--- src/design/multiword_integer_multiplier_core_defines.svh ---
// ----------------------------------------------------------------------------
// multiword integer multiplier core - assertion macros
// shared clocked assertion forms used by the core
// ----------------------------------------------------------------------------
`ifndef MULTIWORD_INTEGER_MULTIPLIER_CORE_DEFINES_SVH
`define MULTIWORD_INTEGER_MULTIPLIER_CORE_DEFINES_SVH

// plain clocked property, disabled while in reset
`define MWM_ASSERT_CLK(label, prop, msg) \
    label: assert property (@(posedge clk) disable iff (!rst_n) prop) else $error(msg);

// same-cycle implication
`define MWM_ASSERT_IMPLIES(label, ante, cons, msg) \
    `MWM_ASSERT_CLK(label, (ante) |-> (cons), msg)

`endif

--- src/design/mwm_pkg.sv ---
// ----------------------------------------------------------------------------
// mwm_pkg
// types used by the multiword multiplier controller and datapath
// ----------------------------------------------------------------------------
package mwm_pkg;

    typedef enum logic [1:0] {
        ST_IDLE,
        ST_RUN,
        ST_DRAIN
    } mwm_state_t;

    // one partial-product step issued to the datapath
    typedef struct packed {
        logic valid;
        logic col_end;
        logic last;
    } mwm_cmd_t;

endpackage

--- src/design/mwm_ram.sv ---
// ----------------------------------------------------------------------------
// mwm_ram
// generic simple dual-port ram, one write port, one registered read port
// ----------------------------------------------------------------------------
module mwm_ram #(
    parameter int WIDTH = 32,
    parameter int DEPTH = 32
) (
    input  logic                                          clk,
    input  logic                                          we,
    input  logic [((DEPTH > 1) ? $clog2(DEPTH) : 1)-1:0]  waddr,
    input  logic [WIDTH-1:0]                              wdata,
    input  logic [((DEPTH > 1) ? $clog2(DEPTH) : 1)-1:0]  raddr,
    output logic [WIDTH-1:0]                              rdata
);

    logic [WIDTH-1:0] mem [DEPTH];

    always_ff @(posedge clk)
    begin
        if (we)
        begin
            mem[waddr] <= wdata;
        end
        rdata <= mem[raddr];
    end

endmodule

--- src/design/mwm_ctrl.sv ---
// ----------------------------------------------------------------------------
// mwm_ctrl
// request loading and column-scan sequencer for the multiword multiplier
// ----------------------------------------------------------------------------
module mwm_ctrl #(
    parameter int MAX_WORDS = 32
) (
    input  logic                                                 clk,
    input  logic                                                 rst_n,
    input  logic                                                 start,
    input  logic                                                 last_pair,
    input  logic                                                 pipe_busy,
    output logic                                                 busy,
    output logic                                                 wr_en,
    output logic [((MAX_WORDS > 1) ? $clog2(MAX_WORDS) : 1)-1:0] wr_addr,
    output logic [((MAX_WORDS > 1) ? $clog2(MAX_WORDS) : 1)-1:0] rd_addr_x,
    output logic [((MAX_WORDS > 1) ? $clog2(MAX_WORDS) : 1)-1:0] rd_addr_y,
    output mwm_pkg::mwm_cmd_t                                    cmd
);

    localparam int AW    = (MAX_WORDS > 1) ? $clog2(MAX_WORDS) : 1;
    localparam int CNT_W = $clog2(MAX_WORDS + 1);
    localparam int KW    = CNT_W + 1;

    mwm_pkg::mwm_state_t state_reg, state_next;
    logic [CNT_W-1:0] count_reg, count_next;
    logic [CNT_W-1:0] n_reg, n_next;
    logic [KW-1:0]    k_reg, k_next;
    logic [CNT_W-1:0] i_reg, i_next;

    logic             accept;
    logic             store_ok;
    logic [CNT_W-1:0] count_inc;
    logic [KW-1:0]    n_ext;
    logic [KW-1:0]    i_ext;
    logic [KW-1:0]    k_inc;
    logic [KW-1:0]    i_hi;
    logic [KW-1:0]    i_lo_next;
    logic [KW-1:0]    j_idx;
    logic             last_col;
    logic             col_end;

    assign accept    = start && (state_reg == mwm_pkg::ST_IDLE);
    assign store_ok  = count_reg < CNT_W'(MAX_WORDS);
    assign count_inc = store_ok ? count_reg + CNT_W'(1) : count_reg;

    // column k collects x[i]*y[k-i] for i in [max(0,k-n+1), min(k,n-1)]
    assign n_ext     = {1'b0, n_reg};
    assign i_ext     = {1'b0, i_reg};
    assign k_inc     = k_reg + KW'(1);
    assign last_col  = k_reg == ((n_ext << 1) - KW'(1));
    assign i_hi      = (k_reg < n_ext) ? k_reg : n_ext - KW'(1);
    assign col_end   = (i_ext == i_hi) || last_col;
    assign i_lo_next = (k_inc < n_ext) ? '0 : k_inc - n_ext + KW'(1);
    assign j_idx     = k_reg - i_ext;

    always_comb
    begin
        state_next = state_reg;
        unique case (state_reg)
            mwm_pkg::ST_IDLE:
            begin
                if (accept && last_pair)
                begin
                    state_next = mwm_pkg::ST_RUN;
                end
            end
            mwm_pkg::ST_RUN:
            begin
                if (last_col)
                begin
                    state_next = mwm_pkg::ST_DRAIN;
                end
            end
            mwm_pkg::ST_DRAIN:
            begin
                if (!pipe_busy)
                begin
                    state_next = mwm_pkg::ST_IDLE;
                end
            end
            default:
            begin
                state_next = mwm_pkg::ST_IDLE;
            end
        endcase
    end

    always_comb
    begin
        count_next = count_reg;
        n_next     = n_reg;
        k_next     = k_reg;
        i_next     = i_reg;
        unique case (state_reg)
            mwm_pkg::ST_IDLE:
            begin
                if (accept)
                begin
                    count_next = last_pair ? '0 : count_inc;
                    if (last_pair)
                    begin
                        n_next = count_inc;
                        k_next = '0;
                        i_next = '0;
                    end
                end
            end
            mwm_pkg::ST_RUN:
            begin
                if (col_end)
                begin
                    k_next = k_inc;
                    i_next = i_lo_next[CNT_W-1:0];
                end
                else
                begin
                    i_next = i_reg + CNT_W'(1);
                end
            end
            default:
            begin
            end
        endcase
    end

    always_comb
    begin
        busy        = state_reg != mwm_pkg::ST_IDLE;
        wr_en       = accept && store_ok;
        wr_addr     = count_reg[AW-1:0];
        rd_addr_x   = i_reg[AW-1:0];
        rd_addr_y   = j_idx[AW-1:0];
        cmd.valid   = state_reg == mwm_pkg::ST_RUN;
        cmd.col_end = col_end;
        cmd.last    = last_col;
    end

    always_ff @(posedge clk or negedge rst_n)
    begin
        if (!rst_n)
        begin
            state_reg <= mwm_pkg::ST_IDLE;
            count_reg <= '0;
            n_reg     <= '0;
            k_reg     <= '0;
            i_reg     <= '0;
        end
        else
        begin
            state_reg <= state_next;
            count_reg <= count_next;
            n_reg     <= n_next;
            k_reg     <= k_next;
            i_reg     <= i_next;
        end
    end

endmodule

--- src/design/mwm_dpath.sv ---
// ----------------------------------------------------------------------------
// mwm_dpath
// operand stores, pipelined word multiplier and column accumulator
// ----------------------------------------------------------------------------
module mwm_dpath #(
    parameter int WORD_BITS = 32,
    parameter int MAX_WORDS = 32
) (
    input  logic                                                 clk,
    input  logic                                                 rst_n,
    input  logic                                                 wr_en,
    input  logic [((MAX_WORDS > 1) ? $clog2(MAX_WORDS) : 1)-1:0] wr_addr,
    input  logic [WORD_BITS-1:0]                                 x_word,
    input  logic [WORD_BITS-1:0]                                 y_word,
    input  logic [((MAX_WORDS > 1) ? $clog2(MAX_WORDS) : 1)-1:0] rd_addr_x,
    input  logic [((MAX_WORDS > 1) ? $clog2(MAX_WORDS) : 1)-1:0] rd_addr_y,
    input  mwm_pkg::mwm_cmd_t                                    cmd,
    output logic                                                 pipe_busy,
    output logic [WORD_BITS-1:0]                                 product_word,
    output logic                                                 last_word,
    output logic                                                 valid
);

    localparam int CNT_W = $clog2(MAX_WORDS + 1);
    localparam int H     = (WORD_BITS + 1) / 2;
    localparam int L     = WORD_BITS - H;
    localparam int PW    = 2 * WORD_BITS;
    localparam int ACC_W = PW + CNT_W + 1;

    logic [WORD_BITS-1:0] x_rd, y_rd;
    logic [WORD_BITS-1:0] a_op;

    mwm_pkg::mwm_cmd_t s1_reg, s2_reg, s3_reg;

    logic [2*H-1:0]   pp00_reg;
    logic [H+L-1:0]   pp01_reg, pp10_reg;
    logic [2*L-1:0]   pp11_reg;
    logic [PW-1:0]    prod_reg, prod_next;
    logic [ACC_W-1:0] acc_reg, acc_next, acc_sum;

    logic [WORD_BITS-1:0] product_word_reg, product_word_next;
    logic                 last_word_reg, last_word_next;
    logic                 valid_reg, valid_next;

    mwm_ram #(.WIDTH(WORD_BITS), .DEPTH(MAX_WORDS)) u_x_store (
        .clk   (clk),
        .we    (wr_en),
        .waddr (wr_addr),
        .wdata (x_word),
        .raddr (rd_addr_x),
        .rdata (x_rd)
    );

    mwm_ram #(.WIDTH(WORD_BITS), .DEPTH(MAX_WORDS)) u_y_store (
        .clk   (clk),
        .we    (wr_en),
        .waddr (wr_addr),
        .wdata (y_word),
        .raddr (rd_addr_y),
        .rdata (y_rd)
    );

    // the top column carries no partial product, only the final carry
    assign a_op = s1_reg.last ? '0 : x_rd;

    assign prod_next = {pp11_reg, pp00_reg}
                     + (PW'(pp01_reg) << H)
                     + (PW'(pp10_reg) << H);

    assign acc_sum = acc_reg + ACC_W'(prod_reg);

    always_comb
    begin
        acc_next          = acc_reg;
        product_word_next = product_word_reg;
        last_word_next    = 1'b0;
        valid_next        = 1'b0;
        if (s3_reg.valid)
        begin
            if (s3_reg.col_end)
            begin
                product_word_next = acc_sum[WORD_BITS-1:0];
                last_word_next    = s3_reg.last;
                valid_next        = 1'b1;
                acc_next          = s3_reg.last ? '0 : (acc_sum >> WORD_BITS);
            end
            else
            begin
                acc_next = acc_sum;
            end
        end
    end

    always_ff @(posedge clk)
    begin
        pp00_reg         <= a_op[H-1:0] * y_rd[H-1:0];
        pp01_reg         <= a_op[H-1:0] * y_rd[WORD_BITS-1:H];
        pp10_reg         <= a_op[WORD_BITS-1:H] * y_rd[H-1:0];
        pp11_reg         <= a_op[WORD_BITS-1:H] * y_rd[WORD_BITS-1:H];
        prod_reg         <= prod_next;
        product_word_reg <= product_word_next;
    end

    always_ff @(posedge clk or negedge rst_n)
    begin
        if (!rst_n)
        begin
            s1_reg        <= '0;
            s2_reg        <= '0;
            s3_reg        <= '0;
            acc_reg       <= '0;
            last_word_reg <= 1'b0;
            valid_reg     <= 1'b0;
        end
        else
        begin
            s1_reg        <= cmd;
            s2_reg        <= s1_reg;
            s3_reg        <= s2_reg;
            acc_reg       <= acc_next;
            last_word_reg <= last_word_next;
            valid_reg     <= valid_next;
        end
    end

    assign pipe_busy    = s1_reg.valid || s2_reg.valid || s3_reg.valid;
    assign product_word = product_word_reg;
    assign last_word    = last_word_reg;
    assign valid        = valid_reg;

endmodule

--- src/design/multiword_integer_multiplier_core.sv ---
// ----------------------------------------------------------------------------
// multiword_integer_multiplier_core
// unsigned multiword product, operands loaded a word pair at a time
// ----------------------------------------------------------------------------
// Word pairs are taken one per cycle while busy is low, least significant
// first, and pairs beyond MAX_WORDS are dropped. The pair with last_pair
// set starts the product, and busy then stays high while a single word
// multiplier takes one partial product per cycle, scanning the product
// column by column; for n stored pairs the 2n product words come out least
// significant first as they complete, each on product_word for one cycle
// with valid high, last_word marking the most significant. Results cannot
// be held off by the receiver.
`include "multiword_integer_multiplier_core_defines.svh"

module multiword_integer_multiplier_core #(
    parameter int WORD_BITS = 32,
    parameter int MAX_WORDS = 32
) (
    input  logic                 clk,
    input  logic                 rst_n,
    input  logic                 start,
    output logic                 busy,
    input  logic [WORD_BITS-1:0] x_word,
    input  logic [WORD_BITS-1:0] y_word,
    input  logic                 last_pair,
    output logic [WORD_BITS-1:0] product_word,
    output logic                 last_word,
    output logic                 valid
);

    localparam int AW = (MAX_WORDS > 1) ? $clog2(MAX_WORDS) : 1;

    logic              wr_en;
    logic [AW-1:0]     wr_addr;
    logic [AW-1:0]     rd_addr_x;
    logic [AW-1:0]     rd_addr_y;
    logic              pipe_busy;
    mwm_pkg::mwm_cmd_t cmd;

    mwm_ctrl #(.MAX_WORDS(MAX_WORDS)) u_ctrl (
        .clk       (clk),
        .rst_n     (rst_n),
        .start     (start),
        .last_pair (last_pair),
        .pipe_busy (pipe_busy),
        .busy      (busy),
        .wr_en     (wr_en),
        .wr_addr   (wr_addr),
        .rd_addr_x (rd_addr_x),
        .rd_addr_y (rd_addr_y),
        .cmd       (cmd)
    );

    mwm_dpath #(.WORD_BITS(WORD_BITS), .MAX_WORDS(MAX_WORDS)) u_dpath (
        .clk          (clk),
        .rst_n        (rst_n),
        .wr_en        (wr_en),
        .wr_addr      (wr_addr),
        .x_word       (x_word),
        .y_word       (y_word),
        .rd_addr_x    (rd_addr_x),
        .rd_addr_y    (rd_addr_y),
        .cmd          (cmd),
        .pipe_busy    (pipe_busy),
        .product_word (product_word),
        .last_word    (last_word),
        .valid        (valid)
    );

    // results only appear inside a multiplication
    `MWM_ASSERT_IMPLIES(a_valid_busy, valid, busy, "product word outside a multiplication")

    // operand stores are never written while a product is being formed
    `MWM_ASSERT_IMPLIES(a_no_write_busy, busy, !wr_en, "operand store written while busy")

    // the block goes idle only right after the most significant word
    `MWM_ASSERT_IMPLIES(a_idle_after_last, $fell(busy), $past(valid && last_word), "early idle")

endmodule
--- config.mk ---
export PLATFORM = sky130hd
export DESIGN_NAME = multiword_integer_multiplier_core
export DESIGN_NICKNAME = d
export VERILOG_FILES = /design/src/design/mwm_pkg.sv /design/src/design/mwm_ram.sv /design/src/design/mwm_ctrl.sv /design/src/design/mwm_dpath.sv /design/src/design/multiword_integer_multiplier_core.sv
export VERILOG_INCLUDE_DIRS = /design/src /design/src/design
export SDC_FILE = /design/constraint.sdc
export NUM_CORES = 2
export LEC_CHECK = 0
export ABC_AREA = 1
export ABC_CLOCK_PERIOD_IN_PS = 13300
export BUFFER_PORTS_ARGS = -buffer_cell sky130_fd_sc_hd__buf_4
export CORE_ASPECT_RATIO = 1.5
export CORE_MARGIN = 5
export CORE_UTILIZATION = 30
export CTS_CLUSTER_DIAMETER = 100
export DETAILED_ROUTE_END_ITERATION = 8
export PLACE_DENSITY = 0.5
export RECOVER_POWER = 50
export SLEW_MARGIN = 20
export SYNTH_ARGS = -nofsm -noshare
export SYNTH_HDL_FRONTEND = slang
export SYNTH_HIERARCHICAL = 1
export SYNTH_SLANG_ARGS = --single-unit
--- constraint.sdc ---
create_clock -name clk -period 13.3 [get_ports clk]
set_input_delay 1.995 -clock clk [delete_from_list [all_inputs] [get_ports clk]]
set_output_delay 1.995 -clock clk [all_outputs]
set_load 0.1 [all_outputs]
Word level (Yosys, flattened, before mapping) --
Memory sizes are Yosys's and may differ from the RTL's. A register that Yosys moved wholly into a read port is not among the register bits. Cells that the tools add are included.
Operators by class: add/subtract/negate cells 11, $mul 4, magnitude comparators 3, eq/ne operators 10, multiplexer cells 25, reductions and logical operators 15
Operators by type and width (number):
- $add 64x48->64 | 2
- $mul 16x16->32 | 4
- $add 71x64->71 | 1
- $mux 71 | 1
- $mux 39 | 1
- $mux 6 | 6
- $mux 32 | 1
- $mux 7 | 4
- $add 6x1->6 const B | 3
- $lt 7x6->1 | 2
- $pmux 7 s2 | 1
- $pmux 6 s2 | 1
- $ne 2x2->1 const B | 5
- $reduce_and 3->1 | 3
- $add 7x1->7 const B | 1
- $eq 6x7->1 | 1
- $eq 7x7->1 | 1
- $sub 6x1->7 const B | 1
- $sub 7x1->7 const B | 1
- $lt 6x6->1 const B | 1
- $mux 1 | 6
- $mux 2 | 3
- $pmux 2 s3 | 1
- $sub 6x6->6 | 1
- 10 further kinds | 16
Storage, ports and cells: register bits 333, RAM bits 2048, input bits 68, output and inout bits 35, memories 2
Memory list:
- u_dpath.u_x_store.mem | words 32, bits a word 32, rd ports 1, clocked after Yosys merged registers in 1, write ports 1, RTL line mwm_ram.sv:17 | logic [WIDTH-1:0] mem [DEPTH];
- u_dpath.u_y_store.mem | words 32, bits a word 32, rd ports 1, clocked after Yosys merged registers in 1, write ports 1, RTL line mwm_ram.sv:17

Logic depth before layout (Yosys ltp) --
depth in word-level cells 6, gate-level depth with buffers 29, depth with buffers taken out 27

Modules after synthesis --
Netlist, hierarchy kept.
By module, submodules not included:
- mwm_ram | instances 2, cells an instance 3536, area each 42405.7 um2, seq. area each 31390.1 um2
- mwm_dpath | instances 1, cells an instance 6560, area each 50547.2 um2, seq. area each 6856.6 um2
- mwm_ctrl | instances 1, cells an instance 352, area each 2568.7 um2, seq. area each 675.6 um2

Least setup slack after synthesis --
Ideal clock, no wire load.
kind reg-to-reg, from register u_dpath/s1_reg[0] (netlist bit), to register u_dpath.pp10_reg[25], setup time 0.119 ns, arrival time 5.896 ns, required time 13.181 ns, path slack 7.285 ns, cell stages (with the launch flop) 25, path buffers 2, period minus slack after synthesis 6.015 ns, cells stage by stage dfrtp_1 -> inv_1 -> clkbuf_1 -> nand2_1 -> inv_1 -> clkbuf_1 -> nand2_1 -> fa_1 -> fa_1 -> inv_1 -> fa_1 -> fa_1 -> fa_1 -> inv_1 -> fa_1 -> inv_1 -> ha_1 -> nand2_1 -> nor2_1 -> inv_1 -> nor3_1 -> a21oi_2 -> o21ai_1 -> a21oi_1 -> xnor2_1
On the way: cells in the longest elaborated chain, start to end 2
Ends and longest elaborated chain:
- start: declaration | RTL line mwm_dpath.sv:33 | mwm_pkg::mwm_cmd_t s1_reg, s2_reg, s3_reg;
- start signal: assignment | RTL line mwm_dpath.sv:117 | s1_reg <= cmd;
- $mux 32 | RTL line mwm_dpath.sv:64 | assign a_op = s1_reg.last ? '0 : x_rd;
- $mul 16x16->32 | RTL line mwm_dpath.sv:98 | pp10_reg <= a_op[WORD_BITS-1:H] * y_rd[H-1:0];
- end signal: assignment | RTL line mwm_dpath.sv:98
- end: declaration | RTL line mwm_dpath.sv:36 | logic [H+L-1:0] pp01_reg, pp10_reg;
Every way passes these cells. A chain may end at the register's enable or synchronous reset.

Worst setup path after layout --
from register u_dpath/s1_reg[0] (netlist bit), to register u_dpath.pp11_reg[22]
On the way: cells in the longest elaborated chain, start to end 2
Ends and longest elaborated chain:
- $mux 32 | RTL line mwm_dpath.sv:64
- $mul 16x16->32 | RTL line mwm_dpath.sv:99 | pp11_reg <= a_op[WORD_BITS-1:H] * y_rd[WORD_BITS-1:H];
- end signal: assignment | RTL line mwm_dpath.sv:99
- end: declaration | RTL line mwm_dpath.sv:37 | logic [2*L-1:0] pp11_reg;
Every way passes these cells.

==> load_flow_metrics.sql <==
INSERT INTO impl_metrics (metric_group, metric, value, unit) VALUES
('logic_synthesis', 'synth_top_area_cell', 'sky130_fd_sc_hd__edfxtp_1', ''),
('clock_network', 'clock_tree.root_cell', 'sky130_fd_sc_hd__clkbuf_16', ''),
('logic_synthesis', 'postSynthRegisterBits', '2445', ''),
('sta', 'setup_slack', '4.39', 'ns'),
('logic_synthesis', 'synth_cells', '14000', ''),
('route', 'drt_iter0_markers', '6919', ''),
('global_route', 'grt_util_all_layers', '0.194', ''),
('sta', 'hold_slack', '0.327', 'ns'),
('power_and_ir_drop', 'max-vdd-ir-drop', '126', 'uV'),
('finish', 'layout-area-overhead-vs-synth', '10.3', '%'),
('clock_network', 'htree_num_levels', '4', ''),
('route', 'final_antenna_net_count', '0', ''),
('clock_network', 'cts.clk_slew.worst_paths', '0.06', 'ns'),
('worst_setup_path', 'timing_worst_setup_path_type', 'reg2reg', ''),
('power_and_ir_drop', 'p_leak', '62.7', 'nW'),
('logic_synthesis', 'yosysSeqAreaShare', '0.510', ''),
('placement', 'post-dp-hpwl', '299000', 'um'),
('sta', 'max-slew-margin-rel', '-1.54', ''),
('worst_setup_path', 'worst_setup_path_start_kind', 'flop', ''),
('global_route', 'antenna_found_initial', '46', ''),
('clock_network', 'post_cts_hold_buffer_count', '0', ''),
('floorplan', 'placement_row_count', '305', ''),
('hold_path', 'worstHoldPathType', 'reg2reg', ''),
('logic_synthesis', 'async_reset_ff_frac', '0.0446', ''),
('route', 'drt_drc_violations_left', '0', ''),
('floorplan', 'core', '459000', 'um2'),
('floorplan', 'die_height', '840', 'um'),
('floorplan', 'die_area', '474000', 'um2'),
('finish', 'layout_common_cells', 'sky130_fd_sc_hd__nand2_1, sky130_fd_sc_hd__edfxtp_1, sky130_fd_sc_hd__nand3_1', ''),
('sta', 'fmax', '112', 'MHz'),
('clock_network', 'insertion_delay', '0.97', 'ns'),
('logic_synthesis', 'synth.area.top_cells', 'sky130_fd_sc_hd__edfxtp_1, sky130_fd_sc_hd__nand2_1, sky130_fd_sc_hd__fa_1', ''),
('flow_run', 'max_cap_violations', '9', ''),
('clock_network', 'cts_inserted_buffers', '244', ''),
('worst_setup_path', 'cp.required', '14.05', 'ns'),
('logic_synthesis', 'synth_cell_types', '61', ''),
('global_route', 'vias_in_the_first_global_route', '99500', ''),
('logic_synthesis', 'ys.flop_type', 'sky130_fd_sc_hd__edfxtp_1', ''),
('clock_network', 'cts_tree', 'yes', ''),
('sta', 'tightest_slew', '3.80', 'ns'),
('sta', 'setup_repair_after_global_routing_missed_its_margin', 'false', ''),
('worst_setup_path', 'crit_path_capture_type', 'flop', ''),
('sta', 'report.final.slew_viol_count', '323', ''),
('placement', 'pre_cts_ws', '5.70', 'ns'),
('logic_synthesis', 'synth_area_per_cell', '9.86', 'um2'),
('route', 'wl_per_cell', '23.1', 'um'),
('placement', 'gp_congestion', '0.934', ''),
('logic_synthesis', 'postSynthNetCount', '15400', ''),
('sta', 'report.final.hold_viol_count', '0', ''),
('finish', 'fraction_of_layout_instances_using_a_drive_strength_above_1', '0.0516', ''),
('sta', 'period_needed', '8.91', 'ns'),
('clock_network', 'post_cts.repair.setup_buffers', '0', ''),
('logic_synthesis', 'number_of_enable_type_register_cells_in_the_synthesized_netlist', '2080', ''),
('floorplan', 'floorplan.initialDensity', '0.300', ''),
('sta', 'tns', '0', 'ns'),
('route', 'route.detailed.vias_per_inst', '4.83', ''),
('power_and_ir_drop', 'pwr_density_cell', '101', 'nW/um2'),
('floorplan', 'ios', '103', ''),
('logic_synthesis', 'netlist_area', '138000', 'um2'),
('sta', 'period_share', '0.670', ''),
('global_route', 'wire_length_of_the_first_global_routing_pass', '679000', 'um'),
('placement', 'io_buffers', '102', ''),
('floorplan', 'floorplan_die_width', '564', 'um'),
('route', 'routed-via-count', '97900', ''),
('finish', 'n_fill_cell', '46900', ''),
('route', 'dr.pass1.iters', '6', ''),
('clock_network', 'postCtsResizedCells', '0', ''),
('sta', 'setup_violations', '0', ''),
('worst_setup_path', 'timing.critical_path.fanout_max', '32', ''),
('route', 'postRouteWirelength', '468000', 'um'),
('global_route', 'grt_start_max_net_pins', '172', ''),
('clock_network', 'clkSinkCount', '2445', ''),
('status', 'violations', 'capacitance limit, slew limit', ''),
('worst_setup_path', 'arrival_time_of_the_worst_setup_path', '9.67', 'ns'),
('logic_synthesis', 'synth_top_area_share', '0.453', ''),
('finish', 'mostFrequentLayoutCell', 'sky130_fd_sc_hd__nand2_1', ''),
('finish', 'finish.net_count', '15300', ''),
('sta', 'fin_worst_skew', '0.143', 'ns'),
('clock_network', 'cts_buffer_depth', '4', ''),
('global_route', 'gr-total-overflow', '0', ''),
('logic_synthesis', 'yosys_warnings', '6', ''),
('status', 'status', 'finished, violations left', '');
cell type report:
cell class	count	area [um2]	area share
flip-flops and latches	2445	70300	0.462
multi-input cells	9457	58700	0.386
well taps	6140	7680	0.0505
clock buffers	314	6530	0.0429
inverters	1447	5510	0.0362
repair buffers	294	1990	0.0131
clock inverters	138	1370	0.00900
diodes	20	50.0	0.000329
metrics by stage:
step | cells | instance area [um2] | total power, W | utilization
after floorplan | 14000 | 138000 | 0.00847 | -
after detailed placement | 19800 | 145000 | 0.00858 | 0.315
after global placement | 19800 | 145000 | 0.00857 | 0.315
after global routing | 20200 | 152000 | 0.0158 | 0.331
final | 20300 | 152000 | 0.0154 | 0.331
after CTS | 20200 | 153000 | 0.0156 | 0.332
Yosys cell counts, types with 4 or more instances:
cell type                     n
sky130_fd_sc_hd__inv_2       37
sky130_fd_sc_hd__buf_8        6
sky130_fd_sc_hd__inv_1     1382
sky130_fd_sc_hd__nand4_1     33
sky130_fd_sc_hd__nand3_1   1804
sky130_fd_sc_hd__a21oi_1    287
sky130_fd_sc_hd__o21ai_0    109
sky130_fd_sc_hd__a21o_1      18
sky130_fd_sc_hd__buf_4       61
sky130_fd_sc_hd__xor2_1     137
sky130_fd_sc_hd__nor2_1     869
sky130_fd_sc_hd__dfxtp_1    256
sky130_fd_sc_hd__o21bai_1    33
sky130_fd_sc_hd__or2_1        4
sky130_fd_sc_hd__nor3_1      38
sky130_fd_sc_hd__and2_1      17
sky130_fd_sc_hd__o21a_1      14
sky130_fd_sc_hd__nand3b_1    38
sky130_fd_sc_hd__o22ai_1      6
sky130_fd_sc_hd__nor2_2      13
sky130_fd_sc_hd__nand2_1   4495
sky130_fd_sc_hd__a21boi_1     4
sky130_fd_sc_hd__clkinv_1    26
sky130_fd_sc_hd__a21oi_2      9
sky130_fd_sc_hd__o21ai_1     38
sky130_fd_sc_hd__ha_1       538
sky130_fd_sc_hd__clkbuf_1   215
sky130_fd_sc_hd__a31oi_1     13
sky130_fd_sc_hd__nor4_1       7
sky130_fd_sc_hd__a211oi_1     5
sky130_fd_sc_hd__o211ai_1     9
sky130_fd_sc_hd__nand2_2      7
sky130_fd_sc_hd__dfrtp_1    109
sky130_fd_sc_hd__buf_6      133
sky130_fd_sc_hd__buf_2      170
sky130_fd_sc_hd__o21bai_2     4
sky130_fd_sc_hd__fa_1       813
sky130_fd_sc_hd__buf_1       50
sky130_fd_sc_hd__xnor2_1     63
sky130_fd_sc_hd__edfxtp_1  2080
worst paths after layout:
path / startpoint / end / slack, ns / cells past startpoint
setup / recovery: u_dpath/s1_reg[0] / u_dpath/pp11_reg[22] / 4.39 / 23
hold / removal: u_dpath/pp00_reg[0] / u_dpath/prod_reg[0] / 0.33 / 0
setup reg to reg: u_dpath/s1_reg[0] / u_dpath/pp11_reg[22] / 4.39 / 23
hold reg to reg: u_dpath/pp00_reg[0] / u_dpath/prod_reg[0] / 0.33 / 0
max in group asynchronous: rst_n / u_ctrl/i_reg[3] / 7.21 / 2
min in group asynchronous: rst_n / u_dpath/valid / 1.33 / 1
report_power, final:
| part | switching, W | total [W] | internal (W) | leakage, nW |
|---|---|---|---|---|
| logic | 0.0000938 | 0.0000979 | 0.00000408 | 36.6 |
| registers | 0 | 0.00831 | 0.00831 | 22.2 |
| clock network | 0.00304 | 0.00697 | 0.00393 | 3.89 |
worst max-delay path, stage by stage, from the launching register on:
cell                       delay, ns
sky130_fd_sc_hd__dfrtp_1        0.38
sky130_fd_sc_hd__inv_1          0.05
sky130_fd_sc_hd__clkbuf_1       1.37
sky130_fd_sc_hd__nand2_1        0.87
sky130_fd_sc_hd__inv_1          0.99
sky130_fd_sc_hd__nand2_1        0.20
sky130_fd_sc_hd__fa_1           0.57
sky130_fd_sc_hd__fa_1           0.48
sky130_fd_sc_hd__fa_1           0.52
sky130_fd_sc_hd__fa_1           0.54
sky130_fd_sc_hd__inv_1          0.05
sky130_fd_sc_hd__fa_1           0.47
sky130_fd_sc_hd__inv_1          0.05
sky130_fd_sc_hd__fa_1           0.48
sky130_fd_sc_hd__inv_1          0.04
sky130_fd_sc_hd__ha_1           0.33
sky130_fd_sc_hd__a21oi_1        0.26
sky130_fd_sc_hd__o21a_1         0.14
sky130_fd_sc_hd__nand2_1        0.05
sky130_fd_sc_hd__a31oi_1        0.39
sky130_fd_sc_hd__o21ai_0        0.22
sky130_fd_sc_hd__nand2_1        0.11
sky130_fd_sc_hd__nand2_1        0.06
sky130_fd_sc_hd__xor2_1         0.14
per-layer routing:
layer / global-route usage / part of all wire
met5: 0 / 0.00027
met4: 0.118 / 0.073
met3: 0.0229 / 0.045
met2: 0.351 / 0.51
met1: 0.216 / 0.37
cell families after synthesis:
kind of cell | after synthesis | share of synthesized area
adders and majority gates | 1351 | 0.167
xor gates and xnor gates | 200 | 0.0127
AOI/OAI and AO/OA | 566 | 0.0233
buffers and inverters | 2082 | 0.0677
and+or+nand+nor | 7340 | 0.220
DFF | 2445 | 0.510
(Power assumes the default switching activity.)
